--- src/hdl/itrd_pkg.sv ---
// shared types, constants and helpers for the integer to radix digit converter
package itrd_pkg;

    // input width and derived sizes
    localparam int VALUE_BITS     = 31;
    localparam int RADIX_W        = 5;
    localparam int DIGIT_W        = 4;
    localparam int CHAR_W         = 7;
    localparam int DIGIT_TOTAL_W  = 5;

    localparam int STEP_BITS      = 8;
    localparam int DIV_CYCLES     = (VALUE_BITS + STEP_BITS - 1) / STEP_BITS;
    localparam int WORK_BITS      = DIV_CYCLES * STEP_BITS;
    localparam int STEP_CNT_W     = $clog2(DIV_CYCLES + 1);

    localparam int STACK_DEPTH    = VALUE_BITS;
    localparam int IDX_W          = $clog2(STACK_DEPTH);
    localparam int CNT_W          = $clog2(STACK_DEPTH + 1);

    localparam logic [RADIX_W-1:0] RADIX_MIN   = RADIX_W'(2);
    localparam logic [RADIX_W-1:0] RADIX_MAX   = RADIX_W'(16);
    localparam logic [RADIX_W-1:0] RADIX_RESET = RADIX_W'(10);

    localparam logic [DIGIT_W-1:0] DEC_LIMIT = DIGIT_W'(10);
    localparam logic [CHAR_W-1:0]  CHAR_ZERO = CHAR_W'(48);
    localparam logic [CHAR_W-1:0]  CHAR_A    = CHAR_W'(65);

    typedef enum logic [1:0] {
        ST_IDLE,
        ST_DIV,
        ST_EMIT
    } itrd_state_t;

    // controller to datapath
    typedef struct packed {
        logic load;
        logic step;
        logic push;
        logic emit;
    } itrd_cmd_t;

    // datapath to controller
    typedef struct packed {
        logic quot_zero;
        logic rd_zero;
    } itrd_status_t;

    function automatic logic [CHAR_W-1:0] char_of(input logic [DIGIT_W-1:0] d);
        logic [CHAR_W-1:0] c;
        if (d < DEC_LIMIT)
        begin
            c = CHAR_ZERO + CHAR_W'(d);
        end
        else
        begin
            c = CHAR_A + CHAR_W'(d - DEC_LIMIT);
        end
        return c;
    endfunction

endpackage

--- src/hdl/itrd_ctrl.sv ---
// sequencing state machine for the digit converter
module itrd_ctrl (
    input  logic                 clk,
    input  logic                 rst_n,
    input  logic                 start,
    input  itrd_pkg::itrd_status_t status,
    output itrd_pkg::itrd_cmd_t  cmd,
    output logic                 busy
);
    import itrd_pkg::*;

    itrd_state_t           state_reg, state_next;
    logic [STEP_CNT_W-1:0] step_reg, step_next;
    logic                  step_last;

    assign step_last = (step_reg == STEP_CNT_W'(DIV_CYCLES - 1));

    always_ff @(posedge clk or negedge rst_n)
    begin
        if (!rst_n)
        begin
            state_reg <= ST_IDLE;
            step_reg  <= '0;
        end
        else
        begin
            state_reg <= state_next;
            step_reg  <= step_next;
        end
    end

    // next state
    always_comb
    begin
        state_next = state_reg;
        step_next  = step_reg;
        case (state_reg)
            ST_IDLE:
            begin
                step_next = '0;
                if (start)
                begin
                    state_next = ST_DIV;
                end
            end
            ST_DIV:
            begin
                if (step_last)
                begin
                    step_next = '0;
                    if (status.quot_zero)
                    begin
                        state_next = ST_EMIT;
                    end
                end
                else
                begin
                    step_next = step_reg + STEP_CNT_W'(1);
                end
            end
            ST_EMIT:
            begin
                if (status.rd_zero)
                begin
                    state_next = ST_IDLE;
                end
            end
            default:
            begin
                state_next = ST_IDLE;
                step_next  = '0;
            end
        endcase
    end

    // outputs
    always_comb
    begin
        cmd  = '0;
        busy = 1'b1;
        case (state_reg)
            ST_IDLE:
            begin
                busy     = 1'b0;
                cmd.load = start;
            end
            ST_DIV:
            begin
                cmd.step = 1'b1;
                cmd.push = step_last;
            end
            ST_EMIT:
            begin
                cmd.emit = 1'b1;
            end
            default:
            begin
                busy = 1'b1;
            end
        endcase
    end

endmodule

--- src/hdl/itrd_dp.sv ---
// datapath: radix register, multi-cycle divider, digit stack and output registers
module itrd_dp (
    input  logic                             clk,
    input  logic                             rst_n,
    input  itrd_pkg::itrd_cmd_t              cmd,
    output itrd_pkg::itrd_status_t           status,
    input  logic [itrd_pkg::VALUE_BITS-1:0]  value,
    input  logic                             radix_we,
    input  logic [itrd_pkg::RADIX_W-1:0]     radix_wdata,
    output logic                             digit_valid,
    output logic [itrd_pkg::DIGIT_W-1:0]     digit_value,
    output logic [itrd_pkg::CHAR_W-1:0]      digit_char,
    output logic [itrd_pkg::DIGIT_TOTAL_W-1:0] digit_total,
    output logic                             last_digit
);
    import itrd_pkg::*;

    logic [RADIX_W-1:0]   radix_reg;
    logic [RADIX_W-1:0]   divisor_reg;
    logic [WORK_BITS-1:0] work_reg, work_next;
    logic [DIGIT_W-1:0]   rem_reg, rem_next;
    logic [CNT_W-1:0]     cnt_reg;
    logic [IDX_W-1:0]     rd_reg;
    logic [DIGIT_W-1:0]   stack_reg [STACK_DEPTH];

    logic                 valid_reg;
    logic [DIGIT_W-1:0]   dval_reg;
    logic [CHAR_W-1:0]    dchar_reg;
    logic [DIGIT_TOTAL_W-1:0] dtotal_reg;
    logic                 dlast_reg;

    // radix register, out-of-range writes dropped
    always_ff @(posedge clk or negedge rst_n)
    begin
        if (!rst_n)
        begin
            radix_reg <= RADIX_RESET;
        end
        else if (radix_we && radix_wdata >= RADIX_MIN && radix_wdata <= RADIX_MAX)
        begin
            radix_reg <= radix_wdata;
        end
    end

    // eight restoring division steps per cycle, dividend msb first
    always_comb
    begin
        logic [RADIX_W-1:0]   r;
        logic [DIGIT_W-1:0]   rem;
        logic [STEP_BITS-1:0] qbits;
        rem   = rem_reg;
        qbits = '0;
        for (int i = 0; i < STEP_BITS; i++)
        begin
            r = {rem, work_reg[WORK_BITS-1-i]};
            if (r >= divisor_reg)
            begin
                r            = r - divisor_reg;
                qbits[STEP_BITS-1-i] = 1'b1;
            end
            rem = r[DIGIT_W-1:0];
        end
        rem_next  = rem;
        work_next = WORK_BITS'(work_reg << STEP_BITS) | WORK_BITS'(qbits);
    end

    assign status.quot_zero = (work_next == '0);
    assign status.rd_zero   = (rd_reg == '0);

    always_ff @(posedge clk)
    begin
        if (cmd.load)
        begin
            work_reg    <= WORK_BITS'(value);
            rem_reg     <= '0;
            cnt_reg     <= '0;
            divisor_reg <= radix_reg;
        end
        else if (cmd.step)
        begin
            work_reg <= work_next;
            if (cmd.push)
            begin
                stack_reg[cnt_reg[IDX_W-1:0]] <= rem_next;
                cnt_reg <= cnt_reg + CNT_W'(1);
                rd_reg  <= cnt_reg[IDX_W-1:0];
                rem_reg <= '0;
            end
            else
            begin
                rem_reg <= rem_next;
            end
        end
        else if (cmd.emit)
        begin
            rd_reg <= rd_reg - IDX_W'(1);
        end
    end

    // result registers
    always_ff @(posedge clk or negedge rst_n)
    begin
        if (!rst_n)
        begin
            valid_reg <= 1'b0;
        end
        else
        begin
            valid_reg <= cmd.emit;
        end
    end

    always_ff @(posedge clk)
    begin
        if (cmd.emit)
        begin
            dval_reg   <= stack_reg[rd_reg];
            dchar_reg  <= char_of(stack_reg[rd_reg]);
            dtotal_reg <= DIGIT_TOTAL_W'(cnt_reg);
            dlast_reg  <= (rd_reg == '0);
        end
    end

    assign digit_valid = valid_reg;
    assign digit_value = dval_reg;
    assign digit_char  = dchar_reg;
    assign digit_total = dtotal_reg;
    assign last_digit  = dlast_reg;

endmodule

--- src/hdl/integer_to_radix_digits_unit.sv ---
// top level of the integer to radix digit converter
//
// converts one unsigned value per transfer into digits of the radix held in
// the radix register (2 to 16, reset 10; writes outside that range are dropped)
// and sends them out most significant first, one digit per cycle on
// consecutive cycles, each marked by digit_valid for a single cycle. the
// receiver cannot stall, so it must take every digit as it appears. a value
// of zero gives one digit 0. the divider retires eight dividend bits per cycle
// and runs over the whole dividend for each digit, pushing the remainder onto
// the digit stack (up to 31 digits, for radix 2); the stack is then played
// back, and busy stays high from the first division step until the last digit
// has been read from the stack. start is taken on a cycle where busy is low;
// the radix should only be written while busy is low and no digits are still coming out.
module integer_to_radix_digits_unit (
    input  logic                               clk,
    input  logic                               rst_n,
    input  logic                               start,
    output logic                               busy,
    input  logic [itrd_pkg::VALUE_BITS-1:0]    value,
    input  logic                               radix_we,
    input  logic [itrd_pkg::RADIX_W-1:0]       radix_wdata,
    output logic                               digit_valid,
    output logic [itrd_pkg::DIGIT_W-1:0]       digit_value,
    output logic [itrd_pkg::CHAR_W-1:0]        digit_char,
    output logic [itrd_pkg::DIGIT_TOTAL_W-1:0] digit_total,
    output logic                               last_digit
);
    import itrd_pkg::*;

    itrd_cmd_t    cmd;
    itrd_status_t status;

    // sequencing: idle, divide per digit, emit from stack
    itrd_ctrl u_ctrl (
        .clk    (clk),
        .rst_n  (rst_n),
        .start  (start),
        .status (status),
        .cmd    (cmd),
        .busy   (busy)
    );

    // radix register, divider, digit stack, result registers
    itrd_dp u_dp (
        .clk         (clk),
        .rst_n       (rst_n),
        .cmd         (cmd),
        .status      (status),
        .value       (value),
        .radix_we    (radix_we),
        .radix_wdata (radix_wdata),
        .digit_valid (digit_valid),
        .digit_value (digit_value),
        .digit_char  (digit_char),
        .digit_total (digit_total),
        .last_digit  (last_digit)
    );

endmodule

--- config.mk ---
export PLATFORM = sky130hd
export DESIGN_NAME = integer_to_radix_digits_unit
export DESIGN_NICKNAME = d
export VERILOG_FILES = /design/src/hdl/itrd_pkg.sv /design/src/hdl/itrd_ctrl.sv /design/src/hdl/itrd_dp.sv /design/src/hdl/integer_to_radix_digits_unit.sv
export SDC_FILE = /design/constraint.sdc
export NUM_CORES = 1
export LEC_CHECK = 0
export ABC_AREA = 1
export BUFFER_PORTS_ARGS = -buffer_cell sky130_fd_sc_hd__clkbuf_2
export CORE_UTILIZATION = 30
export CTS_BUF_LIST = sky130_fd_sc_hd__clkbuf_4
export DETAILED_ROUTE_END_ITERATION = 8
export GPL_ROUTABILITY_DRIVEN = 0
export MAX_ROUTING_LAYER = met4
export PLACE_DENSITY = 0.55
export SYNTH_ARGS = -nofsm -noshare
export SYNTH_HDL_FRONTEND = slang
export SYNTH_HIERARCHICAL = 1
export SYNTH_SLANG_ARGS = --single-unit
--- constraint.sdc ---
create_clock -name clk -period 15.5 [get_ports clk]
set_input_delay 3.1 -clock clk [delete_from_list [all_inputs] [get_ports clk]]
set_output_delay 3.1 -clock clk [all_outputs]
set_load 0.05 [all_outputs]
# == Yosys cells after proc, flatten, opt, wreduce, memory -nomap -nowiden ==
# Memory sizes are Yosys's and may differ from the RTL's. A register that Yosys moved wholly into a read port is not among the register bits.
# Index checks and enable logic that the tools add are counted.
# word_totals
output_inout_bits,19
input_bits,40
n_memories,1
ramBits,124
ff_bits,79
elab_cells,99
# mem_list
name,depth,word_bits,rd,rd_clocked_by_memory_dff,wr,line_no,rtl
u_dp.stack_reg,31,4,1,1,1,itrd_dp.sv:24,logic [DIGIT_W-1:0] stack_reg [STACK_DEPTH];
# op_classes
n_addsub,14
n_eq_ne,8
muxes,39
magnitude_cmp,11
n_reduce_logical,10
bitwise,2
# op_table
op,n
2-to-1 mux 31 bit,2
>= comparator 5 bit,8
2-to-1 mux 4 bit,9
logical NOT 32 bit,1
OR 32 x 8 -> 32 bit,1
subtractor 4 bit,8
2-to-1 mux 5 bit,4
2-to-1 mux 1 bit,15
2-to-1 mux 2 bit,5
inequality test 2 bit (second input constant),4
adder 6 x 4 -> 7 bit (first input constant),1
adder 7 bit (first input constant),1
2-to-1 mux 7 bit,1
one-hot mux 2 bit (3 select lines),1
one-hot mux 3 bit (2 select lines),1
adder 5 x 1 -> 5 bit (second input constant),1
>= comparator 5 x 2 -> 1 bit (second input constant),1
less-or-equal comparator 5 bit (second input constant),1
logical NOT 5 bit,1
subtractor 4 x 4 -> 5 bit (second input constant),1
subtractor 5 x 1 -> 5 bit (second input constant),1
< comparator 4 bit (second input constant),1
AND reduction 4 bit,1
nonzero test 2 bit,2
11 further kinds,12

# == Longest topological paths before layout ==
# Gate-level depths: netlist of the first run.
# logic_depth
word_depth,21
depth_mapped,71
depth_no_buf,71

# == Cells and area by module ==
# The synthesis of the first run kept the hierarchy.
# by_module_without_submodules
mod,area_each_um2,seq_area_each_um2,cells_per_inst,instances
itrd_dp,10432.5,5918.2,1070,1
itrd_ctrl,274.0,125.1,34,1

# == Worst setup path after synthesis of the first run ==
# OpenSTA, ideal clock, no wires.
# synth_path
kind,register -> register
start,register u_dp.divisor_reg[1]
end,"memory u_dp.stack_reg[0][3], data pin"
path_buffers,0
synth_period_minus_slack_ns,10.288
setup_slack_ns,5.212
required_ns,15.219
arrival_time_ns,10.007
setup_ns,0.281
path_stages_with_launch,64
path_cell_list,edfxtp_1 inv_1 ha_1 a21o_1 a21boi_1 nand3_1 inv_1 o21ai_0 ha_1 nand2_1 inv_1 nand3b_1 nand3_1 inv_2 or2_2 nand2_1 ha_1 a21o_1 (+28 left out) nand3_1 and2_1 ha_1 a21oi_1 o21a_1 nand3b_1 inv_1 nand3_1 and2_1 ha_1 a21oi_1 o21ai_2 nand2_1 nand3_1 a21oi_2 inv_1 nand2_1 and2_1
# synth_via
elab_chain_len,16
word_cells_on_any_way,24
cone_classes,add/sub: 8; order compare: 8; mux: 8
# synth_rtl
item,line_no,rtl
start: declaration,itrd_dp.sv:19,logic [RADIX_W-1:0] divisor_reg;
start signal: assignment,itrd_dp.sv:77,divisor_reg <= radix_reg;
subtractor 4 bit / >= comparator 5 bit (equally long branches),"itrd_dp.sv:58, itrd_dp.sv:56",
2-to-1 mux 4 bit,itrd_dp.sv:56,if (r >= divisor_reg)
subtractor 4 bit / >= comparator 5 bit (equally long branches),"itrd_dp.sv:58, itrd_dp.sv:56",
2-to-1 mux 4 bit,itrd_dp.sv:56,
subtractor 4 bit / >= comparator 5 bit (equally long branches),"itrd_dp.sv:58, itrd_dp.sv:56",
2-to-1 mux 4 bit,itrd_dp.sv:56,
>= comparator 5 bit / subtractor 4 bit (equally long branches),"itrd_dp.sv:56, itrd_dp.sv:58",
2-to-1 mux 4 bit,itrd_dp.sv:56,
subtractor 4 bit / >= comparator 5 bit (equally long branches),"itrd_dp.sv:58, itrd_dp.sv:56",
2-to-1 mux 4 bit,itrd_dp.sv:56,
subtractor 4 bit / >= comparator 5 bit (equally long branches),"itrd_dp.sv:58, itrd_dp.sv:56",
2-to-1 mux 4 bit,itrd_dp.sv:56,
>= comparator 5 bit / subtractor 4 bit (equally long branches),"itrd_dp.sv:56, itrd_dp.sv:58",
2-to-1 mux 4 bit,itrd_dp.sv:56,
subtractor 4 bit / >= comparator 5 bit (equally long branches),"itrd_dp.sv:58, itrd_dp.sv:56",
2-to-1 mux 4 bit *,itrd_dp.sv:56,
via u_dp.rem_next[3],itrd_dp.sv:21,"logic [DIGIT_W-1:0] rem_reg, rem_next;"
end: declaration,itrd_dp.sv:24,
# Mark *: on every way through the listed nets, which the timed path passes. The rest lies on a longest branch.

# == Final worst setup path of the first run ==
# Ends and elaborated chain as after synthesis.

==> results of run 1 <==
-- through the flow --
| step | area [µm²] | util | hold slack, ns | instances | worst slack [ns] |
|---|---|---|---|---|---|
| 2_1_floorplan | 10700 | - | 0.419 | 1104 | 5.21 |
| 5_1_grt | 12100 | 0.348 | 0.464 | 1690 | 2.00 |
| 3_3_place_gp | 11400 | 0.327 | 0.430 | 1589 | 3.84 |
| 4_1_cts | 12100 | 0.348 | 0.450 | 1689 | 3.29 |
| 6_report | 12100 | 0.348 | 0.449 | 1690 | 3.26 |
| 3_5_place_dp | 11400 | 0.327 | 0.435 | 1589 | 3.33 |
-- cells by family after synthesis --
group,Yosys count,share of synthesized area
compound gates,92,0.0485
xor+xnor,18,0.0147
fa+ha+maj,59,0.0746
buf+inv,145,0.0619
flops,208,0.564
mux,3,0.00316
simple gates,579,0.233
-- cell usage in the layout, fill, tap and decap left out, drive strengths merged, types with 3 or more instances in the layout --
| cell type | instances |
|---|---|
| dfrtp | 9 |
| buf | 6 |
| nand4 | 16 |
| nand2 | 334 |
| dfxtp | 15 |
| xor2 | 6 |
| o21ai | 54 |
| nand3b | 3 |
| ha | 51 |
| mux2 | 3 |
| o22ai | 4 |
| fa | 8 |
| clkbuf | 140 |
| a21oi | 18 |
| xnor2 | 12 |
| a21boi | 4 |
| nor4 | 4 |
| clkinv | 14 |
| nor3 | 3 |
| a21o | 4 |
| edfxtp | 182 |
| nor2 | 62 |
| nand3 | 139 |
| and2 | 7 |
| inv | 113 |
| or2 | 10 |
-- metal layers --
metal,up-vias,routed length (µm)
li1,3951,-
met1,3738,11600
met2,171,12100
met3,41,917
met4,0,497
met5,-,0
-- area by class of cell --
cell class | count | area (µm²)
fill | 3522 | 22700
sequential | 208 | 6040
multi-input combinational | 751 | 4010
clock buffer | 82 | 616
tap | 455 | 569
inverter | 111 | 422
timing repair buffer | 64 | 335
clock inverter | 18 | 128
antenna | 1 | 2.50
-- cell usage after synthesis (5+ instances only) --
library cell	number	area [µm²]
nand4_1	16	100
inv_2	5	18.8
nand2_1	328	1230
nor2_1	59	221
nand2_2	6	37.5
a21oi_1	17	85.1
and2_1	7	43.8
inv_1	105	394
or2_2	9	56.3
buf_4	10	75.1
o21ai_0	47	235
dfrtp_1	9	225
dfxtp_1	15	300
buf_6	9	101
fa_1	8	160
clkbuf_1	5	18.8
o21ai_1	5	25.0
nand3_1	139	696
edfxtp_1	182	5470
buf_2	7	35.0
xnor2_1	12	105
ha_1	51	638
xor2_1	6	52.6
-- path summary, 6_finish.rpt --
path	start	endpoint	slack, ns	depth (start not counted)
max	u_dp/divisor_reg[1]	u_dp/stack_reg[0][3]	3.26	64
min	u_dp/radix_reg[0]	u_dp/divisor_reg[0]	0.45	0
max reg2reg	u_dp/divisor_reg[1]	u_dp/stack_reg[0][3]	3.26	64
min reg2reg	u_dp/radix_reg[0]	u_dp/divisor_reg[0]	0.45	0
max in group asynchronous	rst_n	u_dp/radix_reg[1]	12.82	1
min in group asynchronous	rst_n	u_ctrl/step_reg[1]	2.36	1
-- critical path: cells and delay by family, from the launching register on --
kind | cells | cell delay (ns)
fa+ha+maj | 8 | 2.60
buf+inv | 12 | 1.64
compound gates | 9 | 1.81
simple gates | 35 | 5.12
flops | 1 | 0.69
==> metrics.md, run 1 <==
| Metric | Value |
|---|---|
| Drt total wl | 25200 µm |
| WL/cell | 14.9 µm |
| Element type at the critical path start | register |
| Fmax | 0.0817 GHz |
| Final setup violation count | 0 |
| # IOs | 59 |
| Data required, critical path | 15.79 ns |
| Drt pass-1 iters | 5 |
| Slew HR | 0.279 |
| Routed vias/inst | 4.68 |
| Unique cell type count in the Yosys netlist | 46 |
| Synthesized area per cell | 9.70 µm² |
| CTS resizes | 0 |
| Critical path's largest stage delay | 0.82 ns |
| #FFs+latches synth | 208 |
| Worst hold path type | reg -> reg |
| WP data arrival | 12.53 ns |
| Initial antenna violation count | 1 |
| Max reg flops | 124 |
| Clock H-tree levels | 2 |
| Share of layout cells above drive strength 1 | 0.153 |
| Clk_skew | 0.0494 ns |
| Die width | 191 µm |
| First-pass GRT wire length | 40900 µm |
| Fin crit share | 0.790 |
| DRC | 0 |
| GR Util met2 | 0.235 |
| Clock-pin slew on the worst setup and hold paths | 0.07 ns |
| ANT nets after route | 0 |
| Sequential cell area fraction in the yosys report | 0.564 |
| Core area | 34800 µm² |
| Syn_nets | 1203 |
| CP max stage cell | and2_1 |
| CTS tree | done |
| Initial Util | 0.308 |
| Number of max-cap violations | 0 |
| Die ar. | 36400 µm² |
| Final nets | 1291 |
| Final hold vios | 0 |
| Cts bufs inserted | 56 |
| Grt met1 use | 0.185 |
| Cells after synthesis | 1104 |
| Largest net degree at the start of global routing | 71 |
| Cell Area, Synth | 10700 µm² |
| Postcts setup bufs | 0 |
| Run status | finished clean |
| CTS root buf | clkbuf_4 |
| P&R area growth vs syn | 13.2% |
| DP Wirelength | 17400 µm |
| CTS Hold Bufs | 0 |
| # rows | 68 |
| Clk buf depth | 3 |
| Die Height | 191 µm |
| CTS sink count | 208 |
| Synth Flop Type | edfxtp_1 |
| Ys async rst share | 0.0529 |
| RSZ-0062 raised after global routing | no |
| Worst setup EP type | register |
| Worst-margin pin slew | 1.08 ns |
| Grt ovf | 0 |
| Number of synthesis warnings | 6 |
| EDFF count, synth | 182 |
| Busiest grt layer | met2 |
| Slew Viols, Final | 0 |
| I/O Buffers | 58 |
| Worst-Skew Late Latency | 0.67 ns |
| Met3 usage | 0.0229 |
| Crit Path Max Fanout | 31 |
| DR vias | 7901 |
| Vias in the first global route | 7977 |
| Iteration-0 DRC Markers | 495 |
| Setup TNS | 0 ns |
| Total global-route track usage | 0.145 |
| Crit Path Category | reg -> reg |
| Min cycle time layout | 12.24 ns |
Power of run 1 is not shown: default switching activity piles up to over one toggle a cycle in this logic, so the estimate is an artifact.
==> inputs of run 2 (changes only) <==
Settings changed: PLACE_DENSITY 0.55 to 0.57.
Clock period 15.5 ns to 10.45 ns, I/O delays scaled along.
==> metrics.md, run 2 (synthesis gave the netlist of run 1 again) <==
| Metric | Value |
|---|---|
| Crit Path Category | reg -> reg (unchanged) |
| WP data arrival | 10.44 ns (was 12.53 ns) |
| Max reg flops | 124 (unchanged) |
| CP max stage cell | edfxtp_1 (was and2_1) |
| Slew HR | 0.435 (was 0.279) |
| Total global-route track usage | 0.146 (was 0.145) |
| R2R depth | 66 (was 64) |
| Slew Viols, Final | 0 (unchanged) |
| Share of layout cells above drive strength 1 | 0.215 (was 0.153) |
| CTS tree | done (unchanged) |
| Final hold vios | 0 (unchanged) |
| DP Cell Count | 1609 (was 1589) |
| Clock H-tree levels | 2 (unchanged) |
| DRC | 0 (unchanged) |
| DP Wirelength | 17100 µm (was 17400 µm) |
| Critical path's largest stage delay | 0.38 ns (was 0.82 ns) |
| Post-route insts no fill | 1717 (was 1690) |
| CTS sink count | 208 (unchanged) |
| Largest net degree at the start of global routing | 71 (unchanged) |
| Vias in the first global route | 7902 (was 7977) |
| Worst r2r src | u_dp/divisor_reg[4] (was u_dp/divisor_reg[1]) |
| Final nets | 1323 (was 1291) |
| Data required, critical path | 10.84 ns (was 15.79 ns) |
| Setup slack, reg-to-reg | 0.40 ns (was 3.26 ns) |
| Hold Path Depth | 0 (unchanged) |
| CTS Hold Bufs | 0 (unchanged) |
| Initial Util | 0.308 (unchanged) |
| Hold Slack | 0.449 ns (about the same) |
| R2R Path End | u_dp/stack_reg[29][0] (was u_dp/stack_reg[0][3]) |
| Most frequent cells in the layout | 325 x nand2_1, 182 x edfxtp_1, 131 x nand3_1, 94 x inv_1, 83 x clkbuf_4 (was 328 x nand2_1, 182 x edfxtp_1, 139 x nand3_1, 105 x inv_1, 82 x clkbuf_4) |
| Min cycle time layout | 10.05 ns (was 12.24 ns) |
| Final setup violation count | 0 (unchanged) |
| Area of the multi-input gates | 4270 µm² (was 4010 µm²) |
| Drt pass-1 iters | 5 (unchanged) |
| Run status | finished clean (unchanged) |
| Clk buf depth | 3 (unchanged) |
| Die ar. | 36400 µm² (unchanged) |
| Fill cells | 3447 (was 3522) |
| WL/cell | 15.2 µm (was 14.9 µm) |
| Fin crit share | 0.962 (was 0.790) |
| Commonest non-fill, non-tap cell in the layout | nand2_1 (unchanged) |
| Die width | 191 µm (unchanged) |
| Worst setup EP type | register (unchanged) |
| DR vias | 8094 (was 7901) |
| Cell family with most CP delay | simple AND/OR/NAND/NOR gates (unchanged) |
| Iteration-0 DRC Markers | 541 (was 495) |
| Drt total wl | 26000 µm (was 25200 µm) |
| Final instance area | 12700 µm² (was 12100 µm²) |
| # IOs | 59 (unchanged) |
| Die Height | 191 µm (unchanged) |
| Clock-pin slew on the worst setup and hold paths | 0.07 ns (about the same) |
| Worst-margin pin slew | 0.846 ns (was 1.08 ns) |
| Post-DP Area | 11500 µm² (was 11400 µm²) |
| I/O Buffers | 58 (unchanged) |
| Number of max-cap violations | 0 (unchanged) |
| # rows | 68 (unchanged) |
| Storage cell area | 6040 µm² (unchanged) |
| Hold EP | u_dp/divisor_reg[0] (unchanged) |
| CTS root buf | clkbuf_4 (unchanged) |
| Worst-Skew Late Latency | 0.65 ns (was 0.67 ns) |
| First-pass GRT wire length | 40800 µm (was 40900 µm) |
| Routed vias/inst | 4.71 (was 4.68) |
| ANT nets after route | 0 (unchanged) |
| Core area | 34800 µm² (unchanged) |
| Critical path buffers and inverters | 15 (was 12) |
| Cts bufs inserted | 54 (was 56) |
| Worst hold path type | reg -> reg (unchanged) |
| Crit path from | u_dp/divisor_reg[4] (was u_dp/divisor_reg[1]) |
| Element type at the critical path start | register (unchanged) |
| Fmax | 0.0995 GHz (was 0.0817 GHz) |
| Grt ovf | 0 (unchanged) |
| Initial antenna violation count | 1 (unchanged) |
| Critical path's most frequent cell | nand2_1 |
| Clk_skew | 0.0463 ns (was 0.0494 ns) |
| Crit Path Max Fanout | 8 (was 31) |
| Hold Crit Start | u_dp/radix_reg[0] (unchanged) |
| P&R area growth vs syn | 18.3% (was 13.2%) |
| Setup TNS | 0 ns (unchanged) |
-- run 2: final cells by class --
cell class / count / share of cell area
Sequential cell: 208 / 0.477
Timing Repair Buffer: 97 / 0.0500
Antenna cell: 2 / 0.000395
Clock buffer: 83 / 0.0492
Clock inverter: 9 / 0.00701
Tap cell: 455 / 0.0449
Multi-Input combinational cell: 751 / 0.337
Timing Repair inverter: 1 / 0.000593
Inverter: 111 / 0.0338
-- run 2: stage by stage --
stage                util  worst slack (ns)
floorplan               -             0.162
global placement    0.331            0.0617
detailed placement  0.331            -0.313
CTS                 0.353            0.0565
global route        0.364            -0.276
finish              0.364             0.400
-- run 2: worst max-delay path by stage --
stage	endpoint	cells after the start
after detailed placement	u_dp/stack_reg[9][0]	60
final	u_dp/stack_reg[29][0]	66
after global routing	u_dp/stack_reg[16][0]	66
after CTS	u_dp/stack_reg[20][0]	62
after global placement	u_dp/stack_reg[10][3]	63
after floorplan	u_dp/stack_reg[0][3]	63
-- run 2: per-layer routing --
| layer | wire (µm) | global-route usage | share of wire | vias up |
|---|---|---|---|---|
| met4 | 468 | 0.0440 | 0.018 | 0 |
| li1 | - | - | - | 4007 |
| met3 | 1390 | 0.0261 | 0.053 | 39 |
| met2 | 12300 | 0.236 | 0.47 | 237 |
| met5 | 0 | - | 0 | - |
| met1 | 11800 | 0.186 | 0.45 | 3811 |
-- run 2: repair_timing --
action,4_1_cts,5_1_grt
gates cloned,1,1
setup buffers,3,9
pin swaps,0,17
gates resized for setup,12,51
endpoints found under the setup margin,64,131
-- run 2: worst reg2reg max path, delay by kind of cell (launching register included) --
kind / cells / cell delay (ns)
AO/OA/AOI/OAI: 9 / 1.40
adder cells (fa/ha/maj): 8 / 2.01
buffers and inverters: 15 / 1.70
flip-flops: 1 / 0.38
AND/OR/NAND/NOR: 34 / 4.32
Power of run 2 is left out for the same reason.
